File: src/hw/rtl/rgc_pkg.sv
// rgc_pkg: shared constants and types of the recursive Gaussian column filter.
// Used by every module of the block; depends on nothing.
package rgc_pkg;

    localparam int MAX_HEIGHT = 64;
    localparam int ROW_W      = 6;
    localparam int CNT_W      = 7;
    localparam int LANES      = 3;
    localparam int PIX_W      = 8;
    localparam int COL_W      = 10;
    localparam int COEF_W     = 18;
    localparam int COEF_FRAC  = 14;
    localparam int STATE_FRAC = 8;
    localparam int STATE_W    = 13 + STATE_FRAC;
    localparam int OPND_W     = STATE_W + 1;
    localparam int PROD_W     = COEF_W + OPND_W;
    localparam int ACC_W      = PROD_W + 2;
    localparam int STORE_W    = 2 * LANES * PIX_W;
    localparam int ADDR_W     = 5;
    localparam int STEP_W     = 3;
    localparam int NUM_TERMS  = 4;

    typedef struct packed {
        logic signed [COEF_W-1:0] a0;
        logic signed [COEF_W-1:0] a1;
        logic signed [COEF_W-1:0] a2;
        logic signed [COEF_W-1:0] a3;
        logic signed [COEF_W-1:0] b1;
        logic signed [COEF_W-1:0] b2;
    } coef_t;

    typedef struct packed {
        logic       bwd;
        logic       first;
        logic [1:0] term;
        logic       load;
        logic       accum;
        logic       fwd_commit;
        logic       col_reset;
        logic       bwd_commit;
    } lane_ctl_t;

endpackage

File: src/hw/rtl/rgc_store.sv
// rgc_store: column memory, one row per entry: forward results over raw samples.
// Synchronous write, registered read. Depends on rgc_pkg.
module rgc_store import rgc_pkg::*;
(
    input  logic               clk,
    input  logic               wr_en,
    input  logic [ROW_W-1:0]   wr_addr,
    input  logic [STORE_W-1:0] wr_data,
    input  logic               rd_en,
    input  logic [ROW_W-1:0]   rd_addr,
    output logic [STORE_W-1:0] rd_data
);

    logic [STORE_W-1:0] mem [MAX_HEIGHT];
    logic [STORE_W-1:0] rd_data_reg;

    always_ff @(posedge clk)
    begin
        if (wr_en)
        begin
            mem[wr_addr] <= wr_data;
        end
        // hold read word until the next read
        if (rd_en)
        begin
            rd_data_reg <= mem[rd_addr];
        end
    end

    assign rd_data = rd_data_reg;

endmodule

File: config.mk
export PLATFORM = sky130hd
export DESIGN_NAME = rgc_store
export DESIGN_NICKNAME = d
export VERILOG_FILES = /design/src/hw/rtl/rgc_pkg.sv /design/src/hw/rtl/rgc_store.sv
export SDC_FILE = /design/constraint.sdc
export NUM_CORES = 2
export LEC_CHECK = 0
export BUFFER_PORTS_ARGS = -buffer_cell sky130_fd_sc_hd__buf_4
export CORE_MARGIN = 2
export CORE_UTILIZATION = 25
export CTS_BUF_LIST = sky130_fd_sc_hd__clkbuf_16
export DETAILED_ROUTE_END_ITERATION = 10
export MAX_ROUTING_LAYER = met4
export PLACE_DENSITY = 0.44
export SYNTH_ARGS = -nofsm -noshare
export SYNTH_HDL_FRONTEND = slang
export SYNTH_SLANG_ARGS = --single-unit
File: constraint.sdc
create_clock -name clk -period 7.1 [get_ports clk]
set_clock_uncertainty 0.2 [all_clocks]
set_input_delay 1.42 -clock clk [delete_from_list [all_inputs] [get_ports clk]]
set_output_delay 1.42 -clock clk [all_outputs]
set_load 0.005 [all_outputs]
* Yosys cells after proc, flatten, opt, wreduce, memory -nomap -nowiden *
Memories as Yosys holds them, arrays and structs flattened. A register that Yosys moved wholly into a read port is not among the register bits.
Index checks and enable logic that the tools add are counted.

word-level totals
  register bits = 0
  latch bits = 0
  RAM bits = 3,072
  ROM bits = 0
  input bits = 63
  output and inout bits = 48
  word-level logic and storage cells = 3
  memories = 1

memory list
  memory  depth  bits a word  read ports  clocked after Yosys merged registers in  write ports  line             RTL
  mem     64     48           1           1                                        1            rgc_store.sv:14  logic [STORE_W-1:0] mem [MAX_HEIGHT];

cells by class
  $add $sub $neg = 0
  $mul = 0
  div/mod/pow operators = 0
  magnitude comparators = 0
  eq/ne operators = 0
  shifts and indexed selects = 0
  multiplexer cells = 2
  bitwise operators = 0
  reductions and logical operators = 0

operators with widths
  kind              count
  1-bit 2-to-1 mux  2

* Depth between registers and ports, before layout *
  word-level depth = 2
  mapped depth = 9
  gate-level depth less buffers = 5

* Least setup slack after synthesis *
OpenSTA, ideal clock, no wires.

  kind = input to register
  start point = input port wr_addr[3]
  end point = memory mem[48][0] (netlist name) (enable)
  data arrival time = 5.192 ns
  slack = 1.195 ns
  cell stages on the path = 4
  buffers on the path = 1
  path through = clkbuf_1 -> nor2b_1 -> nand4b_1 -> nor3_1

RTL lines
  element      line             RTL
  from (decl)  rgc_store.sv:7   input logic [ROW_W-1:0] wr_addr,
  to (decl)    rgc_store.sv:14

No word-level cell before the write port.

==> results by group <==
Outcome
  – Status: finished, final reports clean

STA
  – Relative slew slack: 14.3%
  – Endpoints failing setup: 0
  – Final Worst Setup Slack: 2.82 ns
  – Maximum clock rate: 0.234 GHz
  – Final hold vios: 0
  – Max Slew Vio Count: 0
  – RSZ-0062 raised after global routing: false
  – Min Tclk post-route: approximately 4.3 ns
  – Period utilization: 60.2%
  – Fin Setup TNS: 0 ns
  – Slew of the pin with the lowest slew margin: 1.28 ns

Finish
  – Filler instances: between 40k and 50k
  – Max reg flops: 3072
  – Final Util: 29.3%
  – Synthesis-to-finish area growth: 16.6%
  – Final #Nets: 5390
  – Sequential cell area: between 90000 and 100000 um2
  – Multi-input gate area: 23000 um2
  – Layout cells sized above 1: 28.5%

GRT
  – Number of global-route vias before repair: roughly 58k
  – Antenna violations before repair: 31
  – Total gr overflow: 0
  – Largest net degree at the start of global routing: 100
  – First-pass GRT wire length: roughly 500000 um
  – Total GRT Usage: roughly 16%

Synth
  – Dominant cell type by area after synthesis: edfxtp_1
  – Synthesized area per cell: 23.7 um2
  – Synth unique cells: 35
  – Yosys warns: 0
  – Number of synthesized flops with an enable pin: 3120
  – Primary FF master, synth: edfxtp_1
  – Async SR Flop Fraction: 0%
  – Mapped cell area: 118000 um2
  – Post-synth top area share: 79.7%
  – FF+latch count, synth: 3120
  – Sequential area share after synthesis: between 70% and 80%
  – Post-synthesis net count: approximately 5k
  – Cells after Synth: around 5.0k
  – Largest cells by area after synthesis: edfxtp_1 80%, mux4_2 14%, o22ai_1 0.65%

Worst setup path
  – Critical path required time: 7.44 ns
  – Crit path DAT: 4.62 ns
  – CP Capture Type: register
  – Peak fanout along the critical path: 48
  – Crit start category: input port
  – Critical setup path kind: in2reg

Worst hold path
  – Hold WC Path Type: reg2reg

Routing
  – Final ANT Viol Nets: 0
  – Met2 WL: around 180000 um
  – Wire length on met3: 20700 um
  – Met1 WL: 160000 um
  – Via/cell ratio: about 4.8
  – Wire per inst: 31.3 um
  – Pre-Repair DR Iteration Count: 5
  – Final WL: 369000 um
  – DRC: 0
  – Drt initial violations: 6210
  – Top Metal Used: met4
  – Via Count: 56.6k

Clocking
  – H-tree depth: 5
  – CTS clk-pin slew, worst paths: 0.06 ns
  – TritonCTS clock tree: yes
  – Post_cts resized: 0
  – Root buffer cell: clkbuf_16
  – Clk Latency, worst-skew pair: 0.90 ns
  – Total CTS buffers: 324
  – CTS sink cnt: between 3k and 4k
  – Worst-case clock buffer depth: 4
  – Hold Buf Count CTS: 0
  – Total setup buffers inserted after CTS: 0

Placement
  – Pre-CTS setup slack: 1.87 ns
  – Port Buffers: 110
  – Post-DP HPWL: approximately 200000 um
  – Routability Congestion: 0.744

Die
  – Die Wd: between 600 and 700 um
  – Ports: 111
  – Core ar.: 468000 um2
  – DIE AREA: 476000 um2
  – Initial core utilization: 25.1%
  – # rows: about 250
  – Die Y: 690 um

Pwr
  – PwrDens: 282 nW/um2
  – Worst VDD drop: 0.202 mV
  – Leakage: 41.5 nW

Run
  – Max_cap viols: 0
## metrics by stage
| stage | std cells | instance area [um2] | power [mW] | hold slack (ns) |
|---|---|---|---|---|
| 5_1_grt | 11800 | 137000 | 39.8 | 0.788 |
| 3_5_place_dp | 11200 | 127000 | 22.8 | 0.727 |
| 4_1_cts | 11800 | 137000 | 39.0 | 0.747 |
| 3_3_place_gp | 11200 | 127000 | 22.8 | 0.703 |
| 6_report | 11800 | 137000 | 38.6 | 0.746 |
| 2_1_floorplan | 4970 | 118000 | 21.8 | 0.587 |
## cells in the mapped netlist, drive strengths merged (12+ instances only)
library cell and number:
a22o 57, mux4 754, buf 183, o22ai 122
edfxtp 3120, a21oi 74, nor2b 24, o221ai 28
a22oi 72, nor2 132, nand2 55, a211oi 32
mux2 12, clkbuf 99, mux2i 63, a221oi 83
## critical path, cell delays in order
cell      delay (ns)
buf_4           0.55
nor2b_4         0.32
buf_12          0.35
buf_4           0.56
a22o_1          0.29
a221oi_1        0.10
a221oi_1        0.85
## cell type report
class / instances / share of cell area [%]
Sequential cell: 3120 / 68.3
Multi-Input combinational cell: 1568 / 16.7
Clock buffer: 330 / 6.02
Tap cell: 6198 / 5.66
Timing Repair Buffer: 313 / 2.09
Clock inverter: 236 / 1.15
Antenna cell: 11 / 0.0201
## routing by layer
metal  up-vias  track usage [%]
met2      1838             25.4
met5         -                -
li1      22300                -
met1     31900             21.0
met4         0             3.22
met3       458             2.27
## final timing paths
check / from / end / slack [ns] / depth (start not counted)
setup reg to reg: mem[27][27]$_DFFE_PP_ / rd_data[27]$_DFFE_PP_ / 4.40 / 4
hold / removal: mem[38][30]$_DFFE_PP_ / rd_data[30]$_DFFE_PP_ / 0.75 / 5
setup / recovery: rd_addr[3] / rd_data[40]$_DFFE_PP_ / 2.82 / 7
hold reg to reg: mem[38][30]$_DFFE_PP_ / rd_data[30]$_DFFE_PP_ / 0.75 / 5
## power by group
group | total [mW] | internal [mW] | switching, mW
Combinational | 1.86 | 0.663 | 1.19
Clock | 16.2 | 9.09 | 7.14
Sequential | 20.5 | 20.4 | 0.0887
## cells in the final DEF (no fill, tap or decap), types with 5 or more instances in the layout
cell type / instances
a211oi_1: 32
a21oi_1: 74
a221oi_1: 83
a22o_1: 57
a22oi_1: 72
a311oi_1: 11
a31o_2: 5
buf_12: 39
buf_4: 271
bufinv_16: 19
clkbuf_16: 330
clkinv_1: 81
clkinv_2: 50
clkinvlp_4: 6
diode_2: 11
edfxtp_1: 3120
inv_1: 69
inv_6: 6
mux2_2: 12
mux2i_1: 63
mux4_2: 754
nand2_1: 53
nand2b_1: 7
nand3_1: 6
nand3b_1: 5
nor2_1: 68
nor2_4: 64
nor2b_1: 19
o221ai_1: 28
o22ai_1: 122
## cell families after synthesis
family / Yosys count / synth area share, %
mux: 829 / 15.1
buf+inv: 282 / 1.27
compound gates: 486 / 3.01
flops: 3120 / 79.7
simple gates: 253 / 0.953
No activity file was read; power rests on OpenSTA's default activity.
