**src/hw/rtl/rgc_pkg.sv**
```systemverilog
// rgc_pkg: shared constants and types of the recursive Gaussian column filter.
// Used by every module of the block; depends on nothing.
package rgc_pkg;

    localparam int MAX_HEIGHT = 64;
    localparam int ROW_W      = 6;
    localparam int CNT_W      = 7;
    localparam int LANES      = 3;
    localparam int PIX_W      = 8;
    localparam int COL_W      = 10;
    localparam int COEF_W     = 18;
    localparam int COEF_FRAC  = 14;
    localparam int STATE_FRAC = 8;
    localparam int STATE_W    = 13 + STATE_FRAC;
    localparam int OPND_W     = STATE_W + 1;
    localparam int PROD_W     = COEF_W + OPND_W;
    localparam int ACC_W      = PROD_W + 2;
    localparam int STORE_W    = 2 * LANES * PIX_W;
    localparam int ADDR_W     = 5;
    localparam int STEP_W     = 3;
    localparam int NUM_TERMS  = 4;

    typedef struct packed {
        logic signed [COEF_W-1:0] a0;
        logic signed [COEF_W-1:0] a1;
        logic signed [COEF_W-1:0] a2;
        logic signed [COEF_W-1:0] a3;
        logic signed [COEF_W-1:0] b1;
        logic signed [COEF_W-1:0] b2;
    } coef_t;

    typedef struct packed {
        logic       bwd;
        logic       first;
        logic [1:0] term;
        logic       load;
        logic       accum;
        logic       fwd_commit;
        logic       col_reset;
        logic       bwd_commit;
    } lane_ctl_t;

endpackage

```
**src/hw/rtl/rgc_regs.sv**
```systemverilog
// rgc_regs: APB register file holding mode, lane select and filter coefficients.
// Depends on rgc_pkg.
module rgc_regs import rgc_pkg::*;
(
    input  logic              clk,
    input  logic              rst_n,
    input  logic              psel,
    input  logic              penable,
    input  logic              pwrite,
    input  logic [ADDR_W-1:0] paddr,
    input  logic [31:0]       pwdata,
    output logic [31:0]       prdata,
    output logic              pready,
    output logic              mode,
    output logic              single,
    output coef_t             coef
);

    typedef enum logic [2:0] {
        REG_MODE, REG_SINGLE, REG_A0, REG_A1, REG_A2, REG_A3, REG_B1, REG_B2
    } reg_idx_t;

    logic     mode_reg;
    logic     single_reg;
    coef_t    coef_reg;
    reg_idx_t idx;
    logic     wr;

    assign idx    = reg_idx_t'(paddr[ADDR_W-1:2]);
    assign wr     = psel && penable && pwrite;
    assign pready = 1'b1;
    assign mode   = mode_reg;
    assign single = single_reg;
    assign coef   = coef_reg;

    always_ff @(posedge clk or negedge rst_n)
    begin
        if (!rst_n)
        begin
            mode_reg   <= 1'b1;
            single_reg <= 1'b0;
            coef_reg   <= '0;
        end
        else if (wr)
        begin
            case (idx)
                REG_MODE:   mode_reg    <= pwdata[0];
                REG_SINGLE: single_reg  <= pwdata[0];
                REG_A0:     coef_reg.a0 <= pwdata[COEF_W-1:0];
                REG_A1:     coef_reg.a1 <= pwdata[COEF_W-1:0];
                REG_A2:     coef_reg.a2 <= pwdata[COEF_W-1:0];
                REG_A3:     coef_reg.a3 <= pwdata[COEF_W-1:0];
                REG_B1:     coef_reg.b1 <= pwdata[COEF_W-1:0];
                REG_B2:     coef_reg.b2 <= pwdata[COEF_W-1:0];
                default:    ;
            endcase
        end
    end

    always_comb
    begin
        case (idx)
            REG_MODE:   prdata = {31'd0, mode_reg};
            REG_SINGLE: prdata = {31'd0, single_reg};
            REG_A0:     prdata = 32'(coef_reg.a0);
            REG_A1:     prdata = 32'(coef_reg.a1);
            REG_A2:     prdata = 32'(coef_reg.a2);
            REG_A3:     prdata = 32'(coef_reg.a3);
            REG_B1:     prdata = 32'(coef_reg.b1);
            REG_B2:     prdata = 32'(coef_reg.b2);
            default:    prdata = 32'd0;
        endcase
    end

endmodule

```
**config.mk**
```make
export PLATFORM = sky130hd
export DESIGN_NAME = rgc_regs
export DESIGN_NICKNAME = d
export VERILOG_FILES = /design/src/hw/rtl/rgc_pkg.sv /design/src/hw/rtl/rgc_regs.sv
export SDC_FILE = /design/constraint.sdc
export NUM_CORES = 1
export LEC_CHECK = 0
export ABC_AREA = 1
export BUFFER_PORTS_ARGS = -buffer_cell sky130_fd_sc_hd__buf_2
export CAP_MARGIN = 20
export CORE_ASPECT_RATIO = 0.8
export CORE_MARGIN = 4
export CORE_UTILIZATION = 30
export CTS_BUF_LIST = sky130_fd_sc_hd__clkbuf_8 sky130_fd_sc_hd__clkbuf_16
export CTS_CLUSTER_SIZE = 40
export DETAILED_ROUTE_END_ITERATION = 10
export GPL_TIMING_DRIVEN = 0
export MAX_ROUTING_LAYER = met4
export PLACE_DENSITY = 0.64
export SLEW_MARGIN = 20
export SYNTH_ARGS = -nofsm -noshare
export SYNTH_HDL_FRONTEND = slang
export SYNTH_SLANG_ARGS = --single-unit
export TNS_END_PERCENT = 30
```
**constraint.sdc**
```tcl
create_clock -name clk -period 6.4 [get_ports clk]
set_clock_uncertainty 0.1 [all_clocks]
set_input_delay 1.28 -clock clk [delete_from_list [all_inputs] [get_ports clk]]
set_output_delay 1.28 -clock clk [all_outputs]
set_load 0.05 [all_outputs]
```
======== Yosys cells after proc, flatten, opt, wreduce, memory -nomap -nowiden ========
Cells that the tools add are included.
W data, S select, Z words.
storage, ports and cells
  bits of input ports ..................... 42
  flip-flop bits (word level) ............. 110
  output and inout port bits .............. 143
cells by class
  multiplexer cells ....................... 1
  reduce and logical (&&, ||, !) cells .... 11
  eq/ne operators ......................... 7
operator list
  cell                  count
  $pmux W32 S8          1
  $reduce_and A2 Y1     8
  $eq A3 B3 Y1 const B  4
  $eq A3 B2 Y1 const B  2
  $eq A3 B1 Y1 const B  1
  $logic_not A3 Y1      1
  $logic_and A1 B1 Y1   2

======== Longest topological paths before layout ========
  depth in word-level cells ............... 3
  mapped depth ............................ 8
  mapped depth without buffers ............ 6

======== Least setup slack after synthesis ========
OpenSTA, ideal clock, no wires.
  kind .................................... input to output
  from .................................... input port paddr[2]
  to ...................................... output port prdata[18]
  arrival ................................. 3.111 ns
  path slack .............................. 1.909 ns
  path buffers ............................ 3
  stages on the path ...................... 7
  path through ............................ buf_2 inv_2 nand3_2 clkbuf_1 o21a_1 nand3b_1 buf_4
on the way
  longest elaborated chain between the ends .. 2
  elaborated cells on any way between the ends .. 9
  classes of those cells .................. 7 x eq/ne; 1 x mux; 1 x reduce/logical
ends and longest elaborated chain
  item                                  RTL line        source
  start: declaration                    rgc_regs.sv:10  input logic [ADDR_W-1:0] paddr,
  $eq A3 B3 Y1 (tied with other cells)  rgc_regs.sv:62  case (idx)
  $pmux W32 S8 (*)                      rgc_regs.sv:62
  end: declaration                      rgc_regs.sv:12  output logic [31:0] prdata,
Mark *: on every way between the ends. The rest lies on a longest branch, timed or not.

======== Final worst setup path ========
  from .................................... input port paddr[2]
  to ...................................... output port prdata[24]
Same word-level chain as after synthesis.

==> flow_summary.ini <==
[status]
status = completed

[synth]
synthesis.area_sq_um = 5190
synth_top_area_share_pct = 52.5
synth_area_per_cell_sq_um = 8.27
synthAdderAreaFrac_pct = 0
yosys.area.top_type = dfrtp_1
syn_nets = 670
yosys_warnings = 0
synth-seq-cells = 110
synth_compound_area_share_pct = 15.3
ys_types = 23
synth_top_family_by_area = simple AND/OR/NAND/NOR gates
ys_top_cells_by_area = dfrtp_1 53%, nand2_1 7.3%, o21ai_0 7.2%
synth-simple-area-share_pct = 20.0
synth_cells = 628
seq_area_frac_synth_pct = 53.0
synth.area.mux_share_pct = 0
synth_xor_area_share_pct = 0

[final_layout]
diodes = 0
layout.nets = 847
final_common_cell = buf_2
final_cell_mix = 186 x buf_2, 109 x dfrtp_1, 101 x nand2_1
fin_cells = 1030
drive_above_1_share_pct = 28.9
syn_to_final_growth_pct = 27.8
largest_reg_flops = 108

[power]
finalPower_mw = 2.70
power.leakage_nw = 3.41
ir_worst_vdd_uv = 138
clkPwrFrac_pct = 21.8
p_comb_share_pct = 42.8
pwr-share-seq_pct = 35.4
powerDensity_nw_per_um2 = 406
intPower_mw = 1.41
p_switching_mw = 1.29
switching_share_pct = 47.8

[global_routing]
grt_max_degree = 78
grt_pass1_wl_mm = 30.5
grt_use_total_pct = 21.6
antenna_found_initial = 0
grt_overflow = 0
grt_pass1_vias = 4925

[worst_setup_path]
worstSetupEndpointType = primary output
worst_path_most_repeated_cell = buf_2
worst_path_max_delay_cell = clkbuf_1
cpPeakStageDelay_ns = 0.64
cp.arrival_ns = 3.54
worst-setup-path-type = input port to primary output
reg2reg_depth = 2
timing.rr.start = mode
startpoint = paddr[2]
rrSetupSlack_ns = 5.49
worstSetupStartpointType = input port
crit_required_ns = 5.02
crit_path_max_fanout = 15
crit_chain = buf_2, inv_2, nand3_2, clkbuf_1, o21a_1, nand3b_1, buf_4, buf_2
reg2reg_to = mode

[place]
gp_congestion = 0.879
pre_cts_slack_ns = 1.52
io_buffers = 165
dpl.cell_count = 1014
hpwl_mm = 14.4

[timing]
post-route-min-period_ns = 4.92
setup_ws_ns = 1.48
hold_viol = 0
rsz0062_at_grt = no
fmax_mhz = 203
finalSetupTns_ns = 0
slew_viol_final = 0
setup_violations = 0
slew_headroom_pct = 39.9
hold_slack_ns = 0.407
finalCritPeriodShare_pct = 76.9
worst_pin_slew_ns = 0.901

[clock_network]
numCtsBuffers = 9
cts-root-buf = clkbuf_16
cts_tree = done
cts_hold_buf = 0
cts_resized = 0
clock_sinks = 110
postCtsSetupBuffers = 0
clock_latency_ns = 0.35
clock_path_buffers = 2
cts_max_level = 3
clk_pin_slew_ns = 0.06

[min_path]
hold_class = flop to flop
holdPathStages = 2
hp-start = coef[98]
hold-path-endpoint = coef[98]

[detailed_routing]
drc = 0
dr_total_vias = 5024
post_drt_wl_per_cell_microns = 19.8
first_iter_violations = 449
dr.pass1.iters = 5
postRouteAntennaNets = 0
routed_wl_mm = 20.4
routed_via_density = 4.88

[job]
drv_cap = 0

[floorplan]
core-area_sq_um = 16800
ios = 185
rows = 42
initial_core_util_pct = 31.0
die-area_sq_um = 19500
die_h_microns = 126
die_w_microns = 155
## synth_stat cells
master,instances
o21ai_0,75
inv_2,4
nor2_1,63
nand3b_1,13
clkbuf_1,7
buf_1,3
or2_1,2
nand4_1,21
inv_1,79
dfstp_2,1
buf_4,19
nand3_2,3
a21oi_1,30
conb_1,1
nand2_1,101
o21a_1,12
dfrtp_1,109
nor2_4,2
o21ai_1,36
nor3_1,1
nand3_1,23
nor2_2,1
buf_2,22
## how the worst max path moves through the flow
stage / endpoint / cells past startpoint
6_report: prdata[24] / 8
3_3_place_gp: prdata[26] / 8
2_1_floorplan: prdata[18] / 7
5_1_grt: prdata[23] / 8
4_1_cts: prdata[31] / 8
3_5_place_dp: prdata[31] / 8
## area by class of cell
| type | count | area [sq um] |
|---|---|---|
| clock buffers | 11 | 253 |
| inverters | 83 | 312 |
| clock inverters | 5 | 57.6 |
| plain buffers | 51 | 290 |
| repair buffers | 166 | 860 |
| well taps | 220 | 275 |
| fillers | 1708 | 10100 |
| multi-input cells | 384 | 1840 |
| flip-flops and latches | 110 | 2750 |
## per-layer routing
| layer | vias up | global-route usage, % | part of all wire (%) |
|---|---|---|---|
| li1 | 2373 | - | - |
| met1 | 2423 | 29.5 | 45 |
| met3 | 9 | 7.44 | 9.8 |
| met5 | - | - | 0 |
| met2 | 219 | 31.4 | 44 |
| met4 | 0 | 4.05 | 0.89 |
## cell families after synthesis
logic type	Yosys count
buf+inv	134
simple gates	230
flops	110
other cells	1
compound gates	153
## metrics by stage
stage,instance area [sq um],util (%)
floorplan,5190,-
detailed placement,6330,37.7
global placement,6290,37.5
CTS,6640,39.6
global route,6640,39.6
finish,6640,39.6
## worst max-delay path: cells and delay by family
| family | cells | cell delay, ns |
|---|---|---|
| AND/OR/NAND/NOR | 2 | 0.67 |
| buffers and inverters | 5 | 1.37 |
| AO/OA/AOI/OAI | 1 | 0.20 |
## power groups by stage
stage / logic [mW] / registers, mW / clock network, mW
after floorplan: 0.342 / 1.47 / 0
after global placement: 1.15 / 0.958 / 0
after detailed placement: 1.16 / 0.966 / 0
after CTS: 1.16 / 0.954 / 0.595
after global routing: 1.22 / 0.976 / 0.622
final: 1.15 / 0.955 / 0.588
Power figures use the tool's default switching activity.
