==> config.mk <==
export PLATFORM = sky130hd
export DESIGN_NAME = rgc_lane
export DESIGN_NICKNAME = d
export VERILOG_FILES = /design/src/hw/rtl/rgc_pkg.sv /design/src/hw/rtl/rgc_lane.sv
export SDC_FILE = /design/constraint.sdc
export NUM_CORES = 2
export LEC_CHECK = 0
export BUFFER_PORTS_ARGS = -buffer_cell sky130_fd_sc_hd__buf_2
export CAP_MARGIN = 10
export CORE_MARGIN = 2
export CORE_UTILIZATION = 25
export CTS_CLUSTER_DIAMETER = 40
export CTS_CLUSTER_SIZE = 14
export DETAILED_ROUTE_END_ITERATION = 8
export REMOVE_ABC_BUFFERS = 1
export SLEW_MARGIN = 20
export SYNTH_ARGS = -nofsm -noshare
export SYNTH_HDL_FRONTEND = slang
export SYNTH_SLANG_ARGS = --single-unit
==> constraint.sdc <==
create_clock -name clk -period 25.3 [get_ports clk]
set_input_delay 5.06 -clock clk [delete_from_list [all_inputs] [get_ports clk]]
set_output_delay 5.06 -clock clk [all_outputs]
set_load 0.05 [all_outputs]
==> src/hw/rtl/rgc_pkg.sv <==
// rgc_pkg: shared constants and types of the recursive Gaussian column filter.
// Used by every module of the block; depends on nothing.
package rgc_pkg;

    localparam int MAX_HEIGHT = 64;
    localparam int ROW_W      = 6;
    localparam int CNT_W      = 7;
    localparam int LANES      = 3;
    localparam int PIX_W      = 8;
    localparam int COL_W      = 10;
    localparam int COEF_W     = 18;
    localparam int COEF_FRAC  = 14;
    localparam int STATE_FRAC = 8;
    localparam int STATE_W    = 13 + STATE_FRAC;
    localparam int OPND_W     = STATE_W + 1;
    localparam int PROD_W     = COEF_W + OPND_W;
    localparam int ACC_W      = PROD_W + 2;
    localparam int STORE_W    = 2 * LANES * PIX_W;
    localparam int ADDR_W     = 5;
    localparam int STEP_W     = 3;
    localparam int NUM_TERMS  = 4;

    typedef struct packed {
        logic signed [COEF_W-1:0] a0;
        logic signed [COEF_W-1:0] a1;
        logic signed [COEF_W-1:0] a2;
        logic signed [COEF_W-1:0] a3;
        logic signed [COEF_W-1:0] b1;
        logic signed [COEF_W-1:0] b2;
    } coef_t;

    typedef struct packed {
        logic       bwd;
        logic       first;
        logic [1:0] term;
        logic       load;
        logic       accum;
        logic       fwd_commit;
        logic       col_reset;
        logic       bwd_commit;
    } lane_ctl_t;

endpackage

==> src/hw/rtl/rgc_lane.sv <==
// rgc_lane: one color lane: shared multiply-accumulate over four terms per row,
// causal and anticausal recursion state, rounding and 8-bit conversion. Uses rgc_pkg.
module rgc_lane import rgc_pkg::*;
(
    input  logic             clk,
    input  logic             rst_n,
    input  lane_ctl_t        ctl,
    input  coef_t            coef,
    input  logic             mode,
    input  logic [PIX_W-1:0] sample,
    input  logic [PIX_W-1:0] col_sample,
    input  logic [PIX_W-1:0] fwd_pixel,
    output logic [PIX_W-1:0] fwd8,
    output logic [PIX_W-1:0] pixel
);

    localparam logic signed [ACC_W:0] SAT_HI = (ACC_W+1)'((1 << (STATE_W-1)) - 1);
    localparam logic signed [ACC_W:0] SAT_LO = -SAT_HI - (ACC_W+1)'(1);

    logic [PIX_W-1:0]          prev_sample_reg;
    logic signed [STATE_W-1:0] prev_out_reg;
    logic signed [STATE_W-1:0] older_out_reg;
    logic [PIX_W-1:0]          xn_reg;
    logic [PIX_W-1:0]          xa_reg;
    logic signed [STATE_W-1:0] yn_reg;
    logic signed [STATE_W-1:0] ya_reg;
    logic signed [PROD_W-1:0]  prod_reg;
    logic signed [ACC_W-1:0]   acc_reg;

    logic signed [OPND_W-1:0]  x_fwd;
    logic signed [OPND_W-1:0]  x_col;
    logic signed [OPND_W-1:0]  xsel;
    logic signed [OPND_W-1:0]  ypsel;
    logic signed [OPND_W-1:0]  opnd;
    logic signed [COEF_W-1:0]  coef_sel;
    logic signed [PROD_W-1:0]  prod_full;
    logic signed [ACC_W:0]     acc_x;
    logic signed [ACC_W:0]     rec_q;
    logic signed [ACC_W:0]     sim_q;
    logic signed [ACC_W:0]     ysum;
    logic signed [STATE_W-1:0] y;
    logic [PIX_W-1:0]          y8;
    logic [PIX_W:0]            rec_sum;
    logic signed [STATE_W+1:0] sim_sum;
    logic signed [STATE_W+1:0] sim_half;

    function automatic logic [PIX_W-1:0] to8(input logic signed [STATE_W-1:0] q);
        logic signed [STATE_W-STATE_FRAC-1:0] t;
        t = q[STATE_W-1:STATE_FRAC];
        if (t < 0)
            return '0;
        else if (t > (STATE_W-STATE_FRAC)'(255))
            return 8'd255;
        else
            return t[PIX_W-1:0];
    endfunction

    assign x_fwd = $signed({{(OPND_W-PIX_W-STATE_FRAC){1'b0}}, sample, {STATE_FRAC{1'b0}}});
    assign x_col = $signed({{(OPND_W-PIX_W-STATE_FRAC){1'b0}}, col_sample,
                            {STATE_FRAC{1'b0}}});
    assign xsel  = ctl.bwd ? x_col : x_fwd;

    always_comb
    begin
        if (ctl.bwd)
            ypsel = OPND_W'(yn_reg);
        else if (ctl.first)
            ypsel = x_fwd;
        else
            ypsel = OPND_W'(prev_out_reg);
    end

    // pick the coefficient and operand of the current term; negate feedback operands
    always_comb
    begin
        coef_sel = '0;
        opnd     = '0;
        if (!mode)
        begin
            if (ctl.term == 2'd0)
            begin
                coef_sel = coef.b1;
                opnd     = xsel - ypsel;
            end
        end
        else
        begin
            case (ctl.term)
                2'd0:
                begin
                    coef_sel = ctl.bwd ? coef.a2 : coef.a0;
                    opnd     = ctl.bwd ? $signed({{(OPND_W-PIX_W-STATE_FRAC){1'b0}}, xn_reg,
                                                  {STATE_FRAC{1'b0}}}) : x_fwd;
                end
                2'd1:
                begin
                    coef_sel = ctl.bwd ? coef.a3 : coef.a1;
                    opnd     = $signed({{(OPND_W-PIX_W-STATE_FRAC){1'b0}},
                                        ctl.bwd ? xa_reg : prev_sample_reg,
                                        {STATE_FRAC{1'b0}}});
                end
                2'd2:
                begin
                    coef_sel = coef.b1;
                    opnd     = -OPND_W'(ctl.bwd ? yn_reg : prev_out_reg);
                end
                2'd3:
                begin
                    coef_sel = coef.b2;
                    opnd     = -OPND_W'(ctl.bwd ? ya_reg : older_out_reg);
                end
                default:
                begin
                    coef_sel = '0;
                    opnd     = '0;
                end
            endcase
        end
    end

    assign prod_full = coef_sel * opnd;

    // round half up, then saturate to the state width
    assign acc_x = (ACC_W+1)'(acc_reg);
    assign rec_q = (acc_x + (ACC_W+1)'(1 << (COEF_FRAC-1))) >>> COEF_FRAC;
    assign sim_q = (acc_x + (ACC_W+1)'(1 << COEF_FRAC)) >>> (COEF_FRAC+1);
    assign ysum  = mode ? rec_q : sim_q + (ACC_W+1)'(xsel);

    always_comb
    begin
        if (ysum > SAT_HI)
            y = STATE_W'(SAT_HI);
        else if (ysum < SAT_LO)
            y = STATE_W'(SAT_LO);
        else
            y = ysum[STATE_W-1:0];
    end

    assign y8       = to8(y);
    assign fwd8     = y8;
    assign rec_sum  = {1'b0, fwd_pixel} + {1'b0, y8};
    assign sim_sum  = $signed({{(STATE_W+2-PIX_W-STATE_FRAC){1'b0}}, fwd_pixel,
                               {STATE_FRAC{1'b0}}}) + (STATE_W+2)'(y);
    assign sim_half = sim_sum >>> (STATE_FRAC+1);

    always_comb
    begin
        if (mode)
            pixel = rec_sum[PIX_W] ? 8'd255 : rec_sum[PIX_W-1:0];
        else if (sim_half < 0)
            pixel = '0;
        else if (sim_half > (STATE_W+2)'(255))
            pixel = 8'd255;
        else
            pixel = sim_half[PIX_W-1:0];
    end

    always_ff @(posedge clk)
    begin
        prod_reg <= prod_full;
        if (ctl.load)
            acc_reg <= ACC_W'(prod_reg);
        else if (ctl.accum)
            acc_reg <= acc_reg + ACC_W'(prod_reg);
    end

    always_ff @(posedge clk or negedge rst_n)
    begin
        if (!rst_n)
        begin
            prev_sample_reg <= '0;
            prev_out_reg    <= '0;
            older_out_reg   <= '0;
            xn_reg          <= '0;
            xa_reg          <= '0;
            yn_reg          <= '0;
            ya_reg          <= '0;
        end
        else
        begin
            if (ctl.fwd_commit)
            begin
                if (ctl.col_reset)
                begin
                    prev_sample_reg <= '0;
                    prev_out_reg    <= '0;
                    older_out_reg   <= '0;
                    // seed the backward pass: closing sample in simple mode, zero in recursive mode
                    xn_reg <= '0;
                    xa_reg <= '0;
                    ya_reg <= '0;
                    yn_reg <= mode ? '0 : STATE_W'(x_fwd);
                end
                else
                begin
                    prev_sample_reg <= sample;
                    prev_out_reg    <= y;
                    if (mode)
                        older_out_reg <= prev_out_reg;
                end
            end
            if (ctl.bwd_commit)
            begin
                xa_reg <= xn_reg;
                xn_reg <= col_sample;
                ya_reg <= yn_reg;
                yn_reg <= y;
            end
        end
    end

endmodule

# Yosys cells after proc, flatten, opt, wreduce, memory -nomap -nowiden
# Cells that the tools add are included.
dict set report totals {
  wordCells 76
  out_inout_bits 16
  register_bits 190
}
dict set report op_classes {
  reduce_logical 7
  eq_ne 3
  mux 41
  add_sub_neg 9
  n_mul 1
  n_lt_le_gt_ge 6
}
# op n
set ops {}
lappend ops {{$mux W21} 11}
lappend ops {{$mux W22} 6}
lappend ops {{$mux W8} 12}
lappend ops {{$pmux W22 S4} 1}
lappend ops {{$mux W42} 2}
lappend ops {{$mux W18} 4}
lappend ops {{$pmux W18 S4} 1}
lappend ops {{$mux W16} 3}
lappend ops {{$neg A22 Y22} 2}
lappend ops {{$add A42 B15 Y43 const B} 1}
lappend ops {{$add A42 B16 Y43 const B} 1}
lappend ops {{$gt A43 B21 Y1 const B} 1}
lappend ops {{$lt A43 B21 Y1 const B} 1}
lappend ops {{$mux W43} 1}
lappend ops {{$add A42 B40 Y42} 1}
lappend ops {{$mul A18 B22 Y40} 1}
lappend ops {{$add A28 B17 Y29} 1}
lappend ops {{$gt A13 B9 Y1 const B} 2}
lappend ops {{$lt A13 B1 Y1 const B} 2}
lappend ops {{$add A17 B21 Y22} 1}
lappend ops {{$sub A17 B22 Y22} 1}
lappend ops {{$add A8 B8 Y9} 1}
lappend ops {{$reduce_bool A2 Y1} 4}
lappend ops {{$eq A2 B2 Y1 const B} 2}
lappend ops {{3 further kinds} 4}

# Depth between registers and ports, before layout
dict set report depth {
  depth_word 12
  ltp_mapped 51
}

# Worst setup path after synthesis
# OpenSTA, ideal clock, no wires.
dict set report synth_timing {
  path_kind {input port to output port}
  from {in ctl[8] in the netlist's numbering}
  to {out pixel[6]}
  slack_ns 5.660
  n_path_buf 14
  stages 42
  arrival_time_ns 14.580
  cell_sequence {buf_2 > buf_2 > buf_2 > buf_1 > buf_1 > buf_2 > buf_2 > buf_1 > clkbuf_1 > buf_2 > buf_1 > clkbuf_1 > nand2_1 > nand2_1 > ha_1 > a21o_1 > a21oi_1 > o21a_1 > [6 not listed] > nand2b_1 > buf_2 > a21o_1 > nor2_1 > a21oi_1 > ha_1 > inv_1 > fa_1 > inv_1 > a21oi_1 > o21ai_0 > a21oi_1 > o21ai_0 > and2_1 > o21ai_0 > nand3b_1 > o21bai_1 > o211a_1}
}
dict set report synth_via {
  elab_chain_len 12
  word_cells_on_any_way 19
  cone_classes {add/sub: 3; order compare: 6; mux: 10}
}
# element line
set synth_lines {}
lappend synth_lines {{start, declared} rgc_lane.sv:7} ;# input lane_ctl_t ctl,
lappend synth_lines {{$mux W16 (*)} rgc_lane.sv:61} ;# assign xsel = ctl.bwd ? x_col : x_fwd;
lappend synth_lines {{$add A28 B17 Y29 (*)} rgc_lane.sv:127} ;# assign ysum = mode ? rec_q : sim_q + (ACC_W+1)'(xsel);
lappend synth_lines {{$mux W43 (*)} rgc_lane.sv:127}
lappend synth_lines {{$lt A43 B21 Y1} rgc_lane.sv:133} ;# else if (ysum < SAT_LO)
lappend synth_lines {{$mux W21} rgc_lane.sv:133}
lappend synth_lines {{$mux W21 (*)} rgc_lane.sv:131} ;# if (ysum > SAT_HI)
lappend synth_lines {{$gt A13 B9 Y1} rgc_lane.sv:52} ;# else if (t > (STATE_W-STATE_FRAC)'(255))
lappend synth_lines {{$mux W8} rgc_lane.sv:52}
lappend synth_lines {{$mux W8 (*)} rgc_lane.sv:50} ;# if (t < 0)
lappend synth_lines {{via fwd8[0]} rgc_lane.sv:13} ;# output logic [PIX_W-1:0] fwd8,
lappend synth_lines {{$add A8 B8 Y9 (*)} rgc_lane.sv:141} ;# assign rec_sum = {1'b0, fwd_pixel} + {1'b0, y8};
lappend synth_lines {{$mux W8 (*)} rgc_lane.sv:149} ;# pixel = rec_sum[PIX_W] ? 8'd255 : rec_sum[PIX_W-1:0];
lappend synth_lines {{$mux W8 (*)} rgc_lane.sv:148} ;# if (mode)
lappend synth_lines {{end, declared} rgc_lane.sv:14} ;# output logic [PIX_W-1:0] pixel
# Mark *: on every way through the listed nets, which the timed path passes. The rest lies on a longest branch.

# Worst setup path in the final report
dict set report layout_timing {
  from {in ctl[8] in the netlist's numbering}
  to {out pixel[6]}
}
dict set report layout_via {
  elab_chain_len 12
  word_cells_on_any_way 19
  cone_classes {add/sub: 3; order compare: 6; mux: 10}
}
# element line
set layout_lines {}
lappend layout_lines {{$mux W16 (*)} rgc_lane.sv:61}
lappend layout_lines {{$add A28 B17 Y29 (*)} rgc_lane.sv:127}
lappend layout_lines {{$mux W43 (*)} rgc_lane.sv:127}
lappend layout_lines {{$lt A43 B21 Y1} rgc_lane.sv:133}
lappend layout_lines {{$mux W21} rgc_lane.sv:133}
lappend layout_lines {{$mux W21 (*)} rgc_lane.sv:131}
lappend layout_lines {{branches (longest 5 deep; another with $add A17 B21 Y22)} --}
lappend layout_lines {{$mux W8 (*)} rgc_lane.sv:148}
# Every way passes the cells marked *.

==> qor.csv <==
stage,metric,value,unit
run_status,status,finished clean,
clocking,cts_tree,done,
grt,antenna_found_initial,5,
clocking,path_clk_slew,0.07,ns
floorplanning,dieWidth,346.5,um
synthesis,synth_top_flop_cell,dfrtp_1,
cells_and_area,layout_commonest_cell,inv_1,
sta,grt_setup_unrepaired,false,
grt,grt_max_degree,60,
worst_hold_path,min_from,xa_reg[7]$_DFFE_PN0P_,
sta,clock_skew,0.01460,ns
synthesis,synth_area_per_cell,8.689,um2
worst_setup_path,crit_arrival,13.20,ns
drt,wl_per_cell,18.41,um
cells_and_area,nets,4177,
drt,vias,24530,
sta,hold_viol,0,
worst_setup_path,crit_path_end_kind,output pin,
drt,drc,0,
worst_hold_path,hp-class,reg2reg,
synthesis,synth_cells,3376,
worst_setup_path,crit_fanout,59,
clocking,cts-resized-gates,0,
drt,via_per_inst,4.913,
sta,fmax,0.05476,GHz
clocking,postCtsHoldBufs,0,
floorplanning,dieArea,0.1201,mm2
floorplanning,core-area,0.1164,mm2
floorplanning,rows,125,
grt,grt_overflow,0,
sta,finalCritPeriodShare,0.7218,
worst_setup_path,slowest_stage,o311ai_0,
sta,min_period,18.26,ns
pwr,vdd_drop_max,0.08628,mV
floorplanning,io-pin-count,160,
grt,grtUsageTotal,0.1546,
synthesis,synth-edff-count,42,
sta,tightest_slew,1.066,ns
pwr,power_density,135.3,mW/mm2
sta,setup_tns,0,ns
worst_setup_path,cpPeakStageDelay,0.66,ns
sta,slew-limit-headroom,0.2867,
pwr,seq_power_share,0.143,
grt,first_global_vias,25200,
synthesis,yosysWarnings,0,
sta,holdWs,0.5013,ns
cells_and_area,layout_common_cells,"inv_1 (496), nand2_1 (430), fa_1 (398)",
clocking,postCtsSetupBuffers,0,
worst_setup_path,cp-startpoint,ctl[8],
pwr,p_leak,14.75,nW
synthesis,yosysSeqAreaShare,0.1624,
clocking,htreeDepth,4,
floorplanning,fp.dieH,346.5,um
clocking,insertion_delay,0.47,ns
worst_setup_path,r2r_start,yn_reg[3]$_DFFE_PN0P_,
grt,grt_pass1_wl,145700,um
placed_design,place.gp.congestion,0.9000,
synthesis,synth_area,0.02933,mm2
sta,setup_viol,0,
synthesis,ys_types,85,
worst_setup_path,crit_required,20.24,ns
synthesis,yosys.area.top_type_share,0.2716,
pwr,p_int,2.078,mW
floorplanning,start_util,0.2521,
pwr,power_frac_comb,0.793,
clocking,clock_sinks,190,
cells_and_area,layout-drive-gt1-share,0.09458,
worst_setup_path,path_common_cell,a21oi_1,
run,drv_cap,0,
placed_design,dp_hpwl,70730,um
worst_setup_path,start_kind,input port,
synthesis,synth_largest_area_cell,fa_1,
placed_design,numPortBuffers,159,
sta,slew_viol_final,0,
cells_and_area,area_delta_synth_final,10.92,%
worst_setup_path,path_class,in2out,
drt,routed_wl,91900,um
synthesis,synth.area.top_cells,"fa_1 (27%), dfrtp_1 (9.2%), ha_1 (7.7%)",
drt,drt_iter0_drc,1975,
drt,dr.pass1.iters,6,
cells_and_area,largest_reg_flops,42,
drt,ant_nets,0,
pwr,p_sw,2.326,mW
synthesis,ys_seq_elements,190,
pwr,sw_frac_of_total,0.5282,
clocking,cts_buffers,17,
pwr,clockPowerShare,0.064,
synthesis,synthArstFlopShare,0.5684,
clocking,ctsLongestPathBuffers,2,
clocking,root_buffer,clkbuf_16,
==> synth_stat cells (all sizes together) (22+ instances only) <==
master  instances
ha            180
nand2         430
a22oi          26
clkbuf        115
a21o           44
nor2b          41
inv           496
fa            398
a22o           74
nor3           48
nand2b         42
o22ai          31
dfrtp         108
and2           66
mux2i          44
or3            23
o21ai         191
xnor2         114
and3           25
a21oi         184
mux4           22
dfxtp          40
edfxtp         42
nor2          174
xor2           72
buf            44
nand4          23
nand3          48
==> layer usage <==
metal | up-vias | global-route usage | routed length (um) | part of all wire
met4 | 8 | 0.04073 | 2190 | 0.024
met3 | 125 | 0.03024 | 7706 | 0.084
met5 | - | 0 | 57 | 0.00062
li1 | 11310 | - | - | -
met1 | 12180 | 0.2145 | 41520 | 0.45
met2 | 909 | 0.2448 | 40430 | 0.44
==> power groups by stage <==
stage | Sequential (mW) | Combinational (mW) | Clock (mW)
floorplan | 0.576 | 2.64 | 0
global placement | 0.629 | 3.42 | 0
detailed placement | 0.630 | 3.46 | 0
CTS | 0.625 | 3.49 | 0.286
global route | 0.646 | 3.95 | 0.297
finish | 0.629 | 3.49 | 0.282
==> layout make-up <==
type / instances / area [um2]
Fill cell: 12430 / 83830
Multi-Input combinational cell: 2529 / 22140
Sequential cell: 190 / 4765
Tap cell: 1524 / 1907
Inverter: 498 / 1869
Timing Repair Buffer: 219 / 1260
Clock buffer: 21 / 461.7
Clock inverter: 11 / 132.6
Antenna cell: 1 / 2.502
==> logic make-up (layout without fill, tap and decap cells) <==
group	Yosys count	after routing	synth area share
flip-flops	190	190	0.1624
buffers and inverters	657	749	0.08535
other	0	1	0
AO/OA/AOI/OAI	714	714	0.1561
adder cells (fa/ha/maj)	578	578	0.3484
multiplexers	74	74	0.03498
XOR/XNOR	186	186	0.05554
AND/OR/NAND/NOR	977	977	0.1572
==> stage by stage <==
| step | power (mW) | setup slack [ns] | util | cell area (um2) | std cells |
|---|---|---|---|---|---|
| floorplan | 3.213 | 8.602 | - | 28700 | 3217 |
| global placement | 4.050 | 7.295 | 0.2745 | 31940 | 4960 |
| detailed placement | 4.091 | 7.162 | 0.2745 | 31940 | 4960 |
| CTS | 4.403 | 7.154 | 0.2796 | 32530 | 4992 |
| global route | 4.897 | 6.397 | 0.2796 | 32530 | 4992 |
| finish | 4.403 | 7.038 | 0.2796 | 32540 | 4993 |
==> critical path: cells and delay by family <==
kind | cells | cell delay [ns]
compound gates | 14 | 3.33
fa+ha+maj | 4 | 1.26
buf+inv | 6 | 1.79
simple gates | 9 | 1.68
==> path summary, 6_finish.rpt <==
kind | end | slack [ns] | cells past startpoint
min in group asynchronous | older_out_reg[0]$_DFFE_PN0P_ | 4.68 | 1
worst min-delay path | xa_reg[7]$_DFFE_PN0P_ | 0.50 | 1
worst max register to register | prod_reg[39]$_DFF_P_ | 14.41 | 38
worst min register to register | xa_reg[7]$_DFFE_PN0P_ | 0.50 | 1
worst max-delay path | pixel[6] | 7.04 | 33
max in group asynchronous | xa_reg[6]$_DFFE_PN0P_ | 19.43 | 2
(Power assumes the default switching activity.)
